==> config.mk <==
export PLATFORM = sky130hd
export DESIGN_NAME = video_dma_transfer_sequencer_flat
export DESIGN_NICKNAME = d
export VERILOG_FILES = /design/src/vdts_pkg.sv /design/src/vdts_req_if.sv /design/src/vdts_res_if.sv /design/src/vdts_core.sv /design/src/video_dma_transfer_sequencer.sv /design/src/flat_wrapper.sv
export VERILOG_INCLUDE_DIRS = /design/src /design/src/src
export SDC_FILE = /design/constraint.sdc
export NUM_CORES = 1
export LEC_CHECK = 0
export BUFFER_PORTS_ARGS = -buffer_cell sky130_fd_sc_hd__buf_2
export CORE_MARGIN = 3
export CORE_UTILIZATION = 62
export CTS_CLUSTER_DIAMETER = 120
export CTS_CLUSTER_SIZE = 25
export DETAILED_ROUTE_END_ITERATION = 8
export PLACE_DENSITY = 0.87
export SKIP_CTS_REPAIR_TIMING = 1
export SYNTH_ARGS = -nofsm -noshare
export SYNTH_HDL_FRONTEND = slang
export SYNTH_HIERARCHICAL = 1
export SYNTH_SLANG_ARGS = --single-unit
==> constraint.sdc <==
create_clock -name clk -period 5.95 [get_ports clk]
set_clock_uncertainty 0.15 [all_clocks]
set_input_delay 0.2975 -clock clk [delete_from_list [all_inputs] [get_ports clk]]
set_output_delay 0.2975 -clock clk [all_outputs]
set_load 0.02 [all_outputs]
==> src/video_dma_transfer_sequencer_assert.svh <==
// Assertion macros for the video DMA transfer sequencer.
// Used by the top level; assumes clk and rst_n exist in the including scope.
`ifndef VIDEO_DMA_TRANSFER_SEQUENCER_ASSERT_SVH
`define VIDEO_DMA_TRANSFER_SEQUENCER_ASSERT_SVH
`ifndef SYNTHESIS
`define VDTS_ASSERT(label, ante, cons, msg) \
    label: assert property (@(posedge clk) disable iff (!rst_n) (ante) |-> (cons)) \
        else $error(msg);
`define VDTS_ASSERT_NEXT(label, ante, cons, msg) \
    label: assert property (@(posedge clk) disable iff (!rst_n) (ante) |=> (cons)) \
        else $error(msg);
`else
`define VDTS_ASSERT(label, ante, cons, msg)
`define VDTS_ASSERT_NEXT(label, ante, cons, msg)
`endif
`endif

==> src/vdts_pkg.sv <==
// Shared types and codes for the video DMA transfer sequencer.
// No dependencies.
package vdts_pkg;

    typedef enum logic [1:0] {
        REQ_START       = 2'd0,
        REQ_FILL_DATA   = 2'd1,
        REQ_TICK        = 2'd2,
        REQ_READ_RETURN = 2'd3
    } req_type_t;

    typedef enum logic [2:0] {
        OP_NONE        = 3'd0,
        OP_BUS_READ    = 3'd1,
        OP_FIFO_WRITE  = 3'd2,
        OP_VRAM_WRITE  = 3'd3,
        OP_CRAM_WRITE  = 3'd4,
        OP_VSRAM_WRITE = 3'd5,
        OP_VRAM_READ   = 3'd6
    } op_t;

    // register indexes on the config port
    localparam logic [1:0] CFG_DMA_MODE     = 2'd0;
    localparam logic [1:0] CFG_DEST_TARGET  = 2'd1;
    localparam logic [1:0] CFG_ADDRESS_STEP = 2'd2;

    localparam logic [1:0] MODE_FILL = 2'd2;
    localparam logic [1:0] MODE_COPY = 2'd3;

    localparam logic [3:0] TGT_VRAM  = 4'd1;
    localparam logic [3:0] TGT_CRAM  = 4'd3;
    localparam logic [3:0] TGT_VSRAM = 4'd5;

    typedef struct packed {
        logic [1:0] dma_mode;
        logic [3:0] dest_target;
        logic [7:0] address_step;
    } vdts_cfg_t;

    typedef struct packed {
        logic        transfer_pending;
        logic        wait_flag;
        logic        data_ready;
        logic        bus_held;
        logic [21:0] source_word;
        logic [15:0] remaining;
        logic [16:0] dest_address;
        logic [15:0] data_latch;
    } vdts_state_t;

    // idle with wait set; everything else zero
    localparam vdts_state_t STATE_RESET = '{1'b0, 1'b1, 1'b0, 1'b0,
                                           22'd0, 16'd0, 17'd0, 16'd0};

    typedef struct packed {
        req_type_t   req_type;
        logic [21:0] start_source;
        logic [15:0] start_length;
        logic [16:0] start_dest;
        logic        hold_wait;
        logic [15:0] value;
        logic        fifo_full;
        logic        fifo_empty;
        logic        ram_busy;
    } vdts_req_t;

    typedef struct packed {
        op_t         op;
        logic [23:0] out_address;
        logic [3:0]  out_target;
        logic [15:0] out_data;
        logic        set_ram_busy;
        logic        bus_hold;
        logic        still_pending;
        logic        finished;
    } vdts_res_t;

endpackage

==> src/vdts_req_if.sv <==
// Request channel of the video DMA transfer sequencer.
// Plain valid/ready channel; no dependencies.
interface vdts_req_if;
    logic        valid;
    logic        ready;
    logic [1:0]  req_type;
    logic [21:0] start_source;
    logic [15:0] start_length;
    logic [16:0] start_dest;
    logic        hold_wait;
    logic [15:0] value;
    logic        fifo_full;
    logic        fifo_empty;
    logic        ram_busy;

    modport source (
        output valid, req_type, start_source, start_length, start_dest,
               hold_wait, value, fifo_full, fifo_empty, ram_busy,
        input  ready
    );
    modport sink (
        input  valid, req_type, start_source, start_length, start_dest,
               hold_wait, value, fifo_full, fifo_empty, ram_busy,
        output ready
    );
endinterface

==> src/vdts_res_if.sv <==
// Result channel of the video DMA transfer sequencer.
// Plain valid/ready channel; no dependencies.
interface vdts_res_if;
    logic        valid;
    logic        ready;
    logic [2:0]  op;
    logic [23:0] out_address;
    logic [3:0]  out_target;
    logic [15:0] out_data;
    logic        set_ram_busy;
    logic        bus_hold;
    logic        still_pending;
    logic        finished;

    modport source (
        output valid, op, out_address, out_target, out_data, set_ram_busy,
               bus_hold, still_pending, finished,
        input  ready
    );
    modport sink (
        input  valid, op, out_address, out_target, out_data, set_ram_busy,
               bus_hold, still_pending, finished,
        output ready
    );
endinterface

==> src/vdts_core.sv <==
// Per-item next-state and result logic of the DMA sequencer.
// Depends on vdts_pkg.
module vdts_core
    import vdts_pkg::*;
(
    input  vdts_cfg_t   cfg,
    input  vdts_state_t state_cur,
    input  vdts_req_t   req_item,
    output vdts_state_t state_new,
    output vdts_res_t   result
);

    logic running;
    logic load_mode;
    logic do_advance;

    assign running   = state_cur.transfer_pending && !state_cur.wait_flag;
    assign load_mode = !cfg.dma_mode[1];

    always_comb
    begin
        state_new  = state_cur;
        result     = '0;
        result.op  = OP_NONE;
        do_advance = 1'b0;

        case (req_item.req_type)
            REQ_START:
            begin
                state_new.source_word      = req_item.start_source;
                state_new.remaining        = req_item.start_length;
                state_new.dest_address     = req_item.start_dest;
                state_new.wait_flag        = req_item.hold_wait;
                state_new.transfer_pending = 1'b1;
                state_new.data_ready       = 1'b0;
            end
            REQ_FILL_DATA:
            begin
                state_new.data_latch = req_item.value;
                state_new.wait_flag  = 1'b0;
                state_new.data_ready = 1'b0;
            end
            REQ_READ_RETURN:
            begin
                if (running && cfg.dma_mode != MODE_FILL && !state_cur.data_ready)
                begin
                    // copy mode keeps only the byte read
                    state_new.data_latch = (cfg.dma_mode == MODE_COPY)
                        ? {8'h00, req_item.value[7:0]} : req_item.value;
                    state_new.data_ready = 1'b1;
                end
            end
            REQ_TICK:
            begin
                if (running)
                begin
                    if (load_mode)
                    begin
                        if (state_cur.data_ready && !req_item.fifo_full)
                        begin
                            result.op          = OP_FIFO_WRITE;
                            result.out_address = {7'd0, state_cur.dest_address};
                            result.out_target  = cfg.dest_target;
                            result.out_data    = state_cur.data_latch;
                            state_new.data_ready = 1'b0;
                            do_advance = 1'b1;
                        end
                        else if (state_cur.bus_held && !state_cur.data_ready)
                        begin
                            result.op          = OP_BUS_READ;
                            result.out_address = {cfg.dma_mode[0],
                                                  state_cur.source_word, 1'b0};
                        end
                    end
                    else if (cfg.dma_mode == MODE_FILL)
                    begin
                        if (req_item.fifo_empty && !req_item.ram_busy)
                        begin
                            case (cfg.dest_target)
                                TGT_VRAM:
                                begin
                                    result.op          = OP_VRAM_WRITE;
                                    result.out_address = {7'd0,
                                        state_cur.dest_address ^ 17'd1};
                                    result.out_data    = {8'h00,
                                        state_cur.data_latch[15:8]};
                                end
                                TGT_CRAM:
                                begin
                                    result.op          = OP_CRAM_WRITE;
                                    result.out_address = {8'd0,
                                        state_cur.dest_address[16:1]};
                                    result.out_data    = state_cur.data_latch;
                                end
                                TGT_VSRAM:
                                begin
                                    result.op          = OP_VSRAM_WRITE;
                                    result.out_address = {8'd0,
                                        state_cur.dest_address[16:1]};
                                    result.out_data    = state_cur.data_latch;
                                end
                                default:
                                begin
                                    // unknown target: slot still consumed
                                end
                            endcase
                            result.set_ram_busy = 1'b1;
                            do_advance = 1'b1;
                        end
                    end
                    else if (!req_item.ram_busy)
                    begin
                        result.set_ram_busy = 1'b1;
                        if (!state_cur.data_ready)
                        begin
                            result.op          = OP_VRAM_READ;
                            result.out_address = {2'd0, state_cur.source_word ^ 22'd1};
                        end
                        else
                        begin
                            result.op          = OP_VRAM_WRITE;
                            result.out_address = {7'd0, state_cur.dest_address ^ 17'd1};
                            result.out_data    = {8'h00, state_cur.data_latch[7:0]};
                            state_new.data_ready = 1'b0;
                            do_advance = 1'b1;
                        end
                    end
                end
            end
            default:
            begin
            end
        endcase

        if (do_advance)
        begin
            // only the low 16 source bits wrap
            state_new.source_word  = {state_cur.source_word[21:16],
                                      state_cur.source_word[15:0] + 16'd1};
            state_new.dest_address = state_cur.dest_address + {9'd0, cfg.address_step};
            state_new.remaining    = state_cur.remaining - 16'd1;
            if (state_cur.remaining == 16'd1)
            begin
                state_new.transfer_pending = 1'b0;
                state_new.wait_flag        = 1'b1;
                result.finished            = 1'b1;
            end
        end

        state_new.bus_held = state_new.transfer_pending && !state_new.wait_flag
                             && load_mode;
        result.bus_hold      = state_new.bus_held;
        result.still_pending = state_new.transfer_pending;
    end

endmodule

==> src/video_dma_transfer_sequencer.sv <==
// Video DMA transfer sequencer: start/fill/tick/read-return items in, one result per item.
// The result is registered: it is valid in the cycle after its item is accepted.
// Throughput: 1 item per cycle while the sink keeps taking results; the result register frees as the sink takes it.
// Reset: async active-low; transfer idle, wait set, config registers zero.
// Depends on vdts_pkg, vdts_req_if, vdts_res_if, vdts_core and the assert header.
`include "video_dma_transfer_sequencer_assert.svh"
module video_dma_transfer_sequencer
    import vdts_pkg::*;
(
    input  logic        clk,
    input  logic        rst_n,
    input  logic        cfg_we,
    input  logic [1:0]  cfg_index,
    input  logic [7:0]  cfg_data,
    vdts_req_if.sink    req,
    vdts_res_if.source  res
);

    vdts_cfg_t   cfg_reg;
    vdts_state_t state_reg;
    vdts_state_t state_next;
    vdts_req_t   req_item;
    vdts_res_t   res_next;
    vdts_res_t   res_reg;
    logic        res_valid_reg;
    logic        accept;

    // Item accepted whenever the result register is empty or being drained.
    assign req.ready = !res_valid_reg || res.ready;
    assign accept    = req.valid && req.ready;

    assign req_item.req_type     = req_type_t'(req.req_type);
    assign req_item.start_source = req.start_source;
    assign req_item.start_length = req.start_length;
    assign req_item.start_dest   = req.start_dest;
    assign req_item.hold_wait    = req.hold_wait;
    assign req_item.value        = req.value;
    assign req_item.fifo_full    = req.fifo_full;
    assign req_item.fifo_empty   = req.fifo_empty;
    assign req_item.ram_busy     = req.ram_busy;

    // Config writes; indexes past the list are dropped.
    always_ff @(posedge clk or negedge rst_n)
    begin
        if (!rst_n)
        begin
            cfg_reg <= '0;
        end
        else if (cfg_we)
        begin
            case (cfg_index)
                CFG_DMA_MODE:     cfg_reg.dma_mode     <= cfg_data[1:0];
                CFG_DEST_TARGET:  cfg_reg.dest_target  <= cfg_data[3:0];
                CFG_ADDRESS_STEP: cfg_reg.address_step <= cfg_data;
                default:
                begin
                end
            endcase
        end
    end

    vdts_core u_core (
        .cfg       (cfg_reg),
        .state_cur (state_reg),
        .req_item  (req_item),
        .state_new (state_next),
        .result    (res_next)
    );

    // Transfer state moves only on an accepted item.
    always_ff @(posedge clk or negedge rst_n)
    begin
        if (!rst_n)
        begin
            state_reg <= STATE_RESET;
        end
        else if (accept)
        begin
            state_reg <= state_next;
        end
    end

    always_ff @(posedge clk or negedge rst_n)
    begin
        if (!rst_n)
        begin
            res_valid_reg <= 1'b0;
        end
        else if (accept)
        begin
            res_valid_reg <= 1'b1;
        end
        else if (res.ready)
        begin
            res_valid_reg <= 1'b0;
        end
    end

    // Result payload, no reset needed.
    always_ff @(posedge clk)
    begin
        if (accept)
        begin
            res_reg <= res_next;
        end
    end

    assign res.valid         = res_valid_reg;
    assign res.op            = res_reg.op;
    assign res.out_address   = res_reg.out_address;
    assign res.out_target    = res_reg.out_target;
    assign res.out_data      = res_reg.out_data;
    assign res.set_ram_busy  = res_reg.set_ram_busy;
    assign res.bus_hold      = res_reg.bus_hold;
    assign res.still_pending = res_reg.still_pending;
    assign res.finished      = res_reg.finished;

    `VDTS_ASSERT(a_done_clears_pending, res_valid_reg && res_reg.finished, !res_reg.still_pending, "finished result still pending")
    `VDTS_ASSERT(a_hold_needs_pending, res_valid_reg && res_reg.bus_hold, res_reg.still_pending, "bus held with no transfer pending")
    `VDTS_ASSERT(a_idle_op_zero, res_valid_reg && res_reg.op == OP_NONE, res_reg.out_address == 24'd0 && res_reg.out_data == 16'd0 && res_reg.out_target == 4'd0, "no-op result carries payload")
    `VDTS_ASSERT_NEXT(a_accept_gives_result, accept, res_valid_reg, "accepted item produced no result")

endmodule

==> src/flat_wrapper.sv <==
// flat-port wrapper written by rule: the top's interface ports become plain ports
module video_dma_transfer_sequencer_flat import vdts_pkg::*;
  (clk, rst_n, cfg_we, cfg_index, cfg_data, req_valid, req_req_type, req_start_source, req_start_length, req_start_dest, req_hold_wait, req_value, req_fifo_full, req_fifo_empty, req_ram_busy, req_ready, res_valid, res_op, res_out_address, res_out_target, res_out_data, res_set_ram_busy, res_bus_hold, res_still_pending, res_finished, res_ready);
  vdts_req_if req_i ();
  vdts_res_if res_i ();
  input  logic clk;
  input  logic rst_n;
  input  logic cfg_we;
  input  logic [1:0] cfg_index;
  input  logic [7:0] cfg_data;
  input wire logic [$bits(req_i.valid)-1:0] req_valid;
  input wire logic [$bits(req_i.req_type)-1:0] req_req_type;
  input wire logic [$bits(req_i.start_source)-1:0] req_start_source;
  input wire logic [$bits(req_i.start_length)-1:0] req_start_length;
  input wire logic [$bits(req_i.start_dest)-1:0] req_start_dest;
  input wire logic [$bits(req_i.hold_wait)-1:0] req_hold_wait;
  input wire logic [$bits(req_i.value)-1:0] req_value;
  input wire logic [$bits(req_i.fifo_full)-1:0] req_fifo_full;
  input wire logic [$bits(req_i.fifo_empty)-1:0] req_fifo_empty;
  input wire logic [$bits(req_i.ram_busy)-1:0] req_ram_busy;
  output wire logic [$bits(req_i.ready)-1:0] req_ready;
  output wire logic [$bits(res_i.valid)-1:0] res_valid;
  output wire logic [$bits(res_i.op)-1:0] res_op;
  output wire logic [$bits(res_i.out_address)-1:0] res_out_address;
  output wire logic [$bits(res_i.out_target)-1:0] res_out_target;
  output wire logic [$bits(res_i.out_data)-1:0] res_out_data;
  output wire logic [$bits(res_i.set_ram_busy)-1:0] res_set_ram_busy;
  output wire logic [$bits(res_i.bus_hold)-1:0] res_bus_hold;
  output wire logic [$bits(res_i.still_pending)-1:0] res_still_pending;
  output wire logic [$bits(res_i.finished)-1:0] res_finished;
  input wire logic [$bits(res_i.ready)-1:0] res_ready;
  assign req_i.valid = req_valid;
  assign req_i.req_type = req_req_type;
  assign req_i.start_source = req_start_source;
  assign req_i.start_length = req_start_length;
  assign req_i.start_dest = req_start_dest;
  assign req_i.hold_wait = req_hold_wait;
  assign req_i.value = req_value;
  assign req_i.fifo_full = req_fifo_full;
  assign req_i.fifo_empty = req_fifo_empty;
  assign req_i.ram_busy = req_ram_busy;
  assign req_ready = req_i.ready;
  assign res_valid = res_i.valid;
  assign res_op = res_i.op;
  assign res_out_address = res_i.out_address;
  assign res_out_target = res_i.out_target;
  assign res_out_data = res_i.out_data;
  assign res_set_ram_busy = res_i.set_ram_busy;
  assign res_bus_hold = res_i.bus_hold;
  assign res_still_pending = res_i.still_pending;
  assign res_finished = res_i.finished;
  assign res_i.ready = res_ready;
  video_dma_transfer_sequencer u_core (.clk(clk), .rst_n(rst_n), .cfg_we(cfg_we), .cfg_index(cfg_index), .cfg_data(cfg_data), .req(req_i), .res(res_i));
endmodule
After elaboration in Yosys (flattened, before gate mapping). Cells that the tools add are included. W data, S select, Z words.

Flip-flop bits (word level): 141. Input port bits: 92. Output and inout port bits: 53. Word-level logic and storage cells: 123.

Add/subtract/negate cells: 3. Equal/unequal tests: 17. Muxes and demuxes: 42. Bitwise logic cells: 6. Reductions and logical operators: 34.

Operator list (number): $mux W27 (5); $mux W49 (2); $pmux W27 S3 (1); $mux W16 (4); $pmux W16 S2 (2); $mux W17 (2); $mux W26 (1); $mux W25 (1); $mux W1 (18); $add A17 B8 Y17 (1); $add A16 B1 Y16 const B (1); $eq A16 B1 Y1 const B (1); $sub A16 B1 Y16 const B (1); $eq A2 B2 Y1 const B (5); $reduce_and A2 Y1 (5); $logic_and A1 B1 Y1 (9); $mux W9 (1); $reduce_and A3 Y1 (3); $mux W8 (1); $logic_not A1 Y1 (7); $ne A2 B2 Y1 const B (3); $ne A3 B3 Y1 const B (2); $not A1 Y1 (6); $reduce_and A6 Y1 (1); other kinds (13) (19).

Logic depth before layout (Yosys ltp).
Depth in word-level cells: 11. Gate-level depth with buffers: 8. Mapped depth without buffers: 8.

Modules after synthesis. Netlist, hierarchy kept.

Modules (own cells, without submodules): video_dma_transfer_sequencer (instances 1, cells an instance 245, area each 5057.4 um^2, seq. area each 3784.9 um^2); vdts_core (instances 1, cells an instance 612, area each 3524.6 um^2, seq. area each 0.0 um^2).

Worst setup path after synthesis. No wires, ideal clock.

Path type: register -> register. Start point: register u_core.res_valid_reg, in the netlist u_core/res.valid. End point: register u_core.res_reg (netlist bit u_core/res.bus_hold), enable pin. Setup time: 0.405 ns. Arrival time: 1.988 ns. Required time: 5.395 ns. Setup slack: 3.406 ns. Cell stages (with the launch flop): 6. Buffers on the path: 2. Period minus slack after synthesis: 2.544 ns. Path through: dfrtp_1 -> nand2b_4 -> nand2_2 -> buf_6 -> buf_6 -> inv_1.

Word-level cells in the longest chain between the ends: 3.

Ends and longest elaborated chain: start: declaration (line video_dma_transfer_sequencer.sv:25) `logic res_valid_reg;`; start signal: assignment (line video_dma_transfer_sequencer.sv:87) `res_valid_reg <= 1'b0;`; start signal: assignment (line video_dma_transfer_sequencer.sv:91) `res_valid_reg <= 1'b1;`; start signal: assignment (line video_dma_transfer_sequencer.sv:95) `res_valid_reg <= 1'b0;`; $logic_not A1 Y1 (line video_dma_transfer_sequencer.sv:29) `assign req.ready = !res_valid_reg || res.ready;`; $logic_or A1 B1 Y1 (line video_dma_transfer_sequencer.sv:29); via req_ready (line flat_wrapper.sv:21) `output wire logic [$bits(req_i.ready)-1:0] req_ready;`; $logic_and A1 B1 Y1 (line video_dma_transfer_sequencer.sv:30) `assign accept = req.valid && req.ready;`; via u_core.accept (line video_dma_transfer_sequencer.sv:26) `logic accept;`; end signal: assignment (line video_dma_transfer_sequencer.sv:104) `res_reg <= res_next;`; end: declaration (line video_dma_transfer_sequencer.sv:24) `vdts_res_t res_reg;`.

The timed path passes the listed nets, and every way through them passes these cells. A chain may end at the register's enable or synchronous reset.

==> out/metrics.csv <==
stage;metric;value;unit
critical_path;reg2reg_slack;2.38;ns
placement;io_buffers;144;
grt;grt_use_total;31.1;%
synthesis;synth_edf_count;51;
grt;grt_pass1_wl;36700;µm
critical_path;reg2reg_depth;7;
synthesis;syn_nets;961;
drt;drt_first_pass_iters;5;
drt;vias;7771;
critical_path;path_buf_inv;1;
grt;overflow;0;
timing;worst_slew_pin_slew;1.25;ns
grt;grt_pass1_vias;7360;
clock_network;clk_pin_slew;0.06;ns
critical_path;cp-endpoint;u_core/state_reg[54];
grt;grt_max_degree;56;
synthesis;synth.area.top_cells;dfrtp_1 (26%), edfxtp_1 (18%), mux2_2 (7.7%);
floorplan;chipWidth;124;µm
critical_path;max_stage_delay;0.87;ns
critical_path;crit_path_cell_trace;nor3b_2 > a21o_1 > nand2_1 > buf_4 > o32ai_1 > nor2_1 > mux2_4;
timing;fin_tns_setup;0;ns
timing;setup_viol;0;
timing;max_freq;280;MHz
status;status;complete, no violations;
critical_path;crit_fanout;44;
timing;period_share;60.0;%
synthesis;syn-cell-area;8580;µm²
drt;drt_iter0_drc;950;
critical_path;path_delay_family;compound AO/OA/AOI/OAI gates;
timing;slew_headroom;16.5;%
clock_network;h-tree-depth;4;
synthesis;synth_commonest_cells;nor2_1 (100), dfrtp_1 (89), nand2_1 (70);
placement;place_inst;1131;
floorplan;row_count;42;
pwr;p_leak;4.35;nW
critical_path;crit_slowest_cell;dfrtp_1;
final_layout;area_growth;17.2;%
clock_network;cts_tree;yes;
clock_network;cts_root_buf;clkbuf_16;
critical_path;critPathRequiredTime;6.10;ns
timing;maxSlewViolCount;0;
critical_path;worstSetupStartpoint;u_core/state_reg[72];
final_layout;drive_above_1_share;29.7;%
final_layout;nets;1088;
final_layout;utilization;75.1;%
drt;drc_errors;0;
pwr;power;4.13;mW
floorplan;initial_core_util;64.0;%
floorplan;die_h;124;µm
synthesis;yosysUniqueCellTypes;77;
clock_network;cts_buffers;17;
synthesis;ys_ff_latch;141;
synthesis;yosysMostFrequentCell;nor2_1;
critical_path;cp.depth;7;
critical_path;crit_path_start_kind;flip-flop;
critical_path;rr_endpoint;u_core/state_reg[54];
grt;grt_util_met2;48.8;%
pwr;p_per_area;411;nW/µm²
run;cap_violations;0;
floorplan;placeableCoreArea;13400;µm²
critical_path;endpoint_kind;flip-flop;
final_layout;final_cells;1174;
timing;min_period;3.57;ns
timing;rsz0062_at_grt;no;
drt;vias_per_cell;6.62;
clock_network;cts.path.max_buffers;2;
drt;ant_nets;0;
synthesis;synthCells;857;
synthesis;synthArstFlopShare;63.8;%
placement;hpwlAfterDp;15100;µm
synthesis;synth_area_leader_cell;dfrtp_1;
min_path;hold_class;input pin to flip-flop;
critical_path;reg2reg_from;u_core/state_reg[72];
grt;gr-usage-met3;7.49;%
critical_path;path_class;flip-flop to flip-flop;
critical_path;cp.arrival;3.73;ns
synthesis;avgSynthCellArea;10.0;µm²
grt;met1_usage;40.2;%
grt;antenna_found_initial;1;
drt;routedWlPerCell;20.4;µm
placement;place_congestion;0.889;
synthesis;yosysSeqAreaShare;44.1;%
pwr;peakVddDrop;206;µV
final_layout;largest_reg_flops;75;
floorplan;die_area;15300;µm²
synthesis;synth_top_cell_area_share;26.0;%
synthesis;ys.warnings.count;6;
synthesis;synth_top_flop_cell;dfrtp_1;
clock_network;cts_sinks;141;
floorplan;io_pins;145;
drt;drt_wl_total;24000;µm
grt;grt_busiest_layer;met2;
timing;finalHoldViolations;0;
clock_network;clock_latency;0.43;ns
-- layer usage --
| metal | vias up | routed length [µm] |
|---|---|---|
| li1 | 3443 | - |
| met1 | 3638 | 9420 |
| met2 | 567 | 11000 |
| met3 | 123 | 2370 |
| met4 | 0 | 1200 |
| met5 | - | 0 |
-- kinds of logic (layout without fill, tap and decap cells) --
logic type	after synthesis	in the layout	share of synthesized area, %
xor+xnor	7	7	0.714
buf+inv	72	212	3.92
fa+ha+maj	12	12	1.84
compound gates	219	219	17.1
simple gates	302	302	17.1
mux	104	104	15.3
other cells	0	1	0
flops	141	141	44.1
-- layout make-up --
type / instances / area (µm²)
diodes: 1 / 2.50
clock inverters: 12 / 194
repair buffers: 162 / 883
clock buffers: 20 / 437
flip-flops and latches: 141 / 3780
fillers: 886 / 3340
inverters: 18 / 67.6
multi-input cells: 644 / 4470
well taps: 176 / 220
-- how the worst min path moves through the flow --
| stage | startpoint | to | slack (ns) | depth (start not counted) |
|---|---|---|---|---|
| final | res_ready | u_core/res.valid | 0.03 | 3 |
| after global routing | res_ready | u_core/res.valid | 0.03 | 3 |
| after CTS | rst_n | u_core/state_reg[41] | -0.31 | 1 |
| after detailed placement | rst_n | u_core/state_reg[41] | 0.15 | 1 |
| after global placement | rst_n | u_core/state_reg[41] | 0.15 | 1 |
| after floorplan | rst_n | u_core/cfg_reg[0] | -0.15 | 0 |
-- report_power, final --
group	total [mW]	internal, mW	leakage (nW)	switching, mW
clock	1.15	0.741	0.306	0.408
combinational	1.29	0.642	2.48	0.648
sequential	1.69	1.27	1.56	0.416
-- layout by cell type, fill, tap and decap left out, types with 25 or more instances in the layout --
cell,count
a21oi_1,51
buf_2,143
dfrtp_1,89
edfxtp_1,51
mux2_2,59
mux2_4,39
nand2_1,70
nand3_1,25
nor2_1,99
nor3_1,30
o21ai_0,48
-- metrics by stage --
stage | hold WS, ns | area (µm²) | worst slack, ns
after CTS | -0.312 | 9950 | 2.45
after global placement | 0.147 | 9320 | 2.54
after floorplan | -0.148 | 8580 | 3.41
final | 0.0287 | 10100 | 2.38
after global routing | 0.0313 | 10100 | 2.15
after detailed placement | 0.151 | 9320 | 2.47
-- tightest hold or removal path: cells and delay by family --
kind                   cells  cell delay, ns
buffers and inverters      1            0.08
AND/OR/NAND/NOR            2            0.19
No activity file was read; power rests on OpenSTA's default activity.
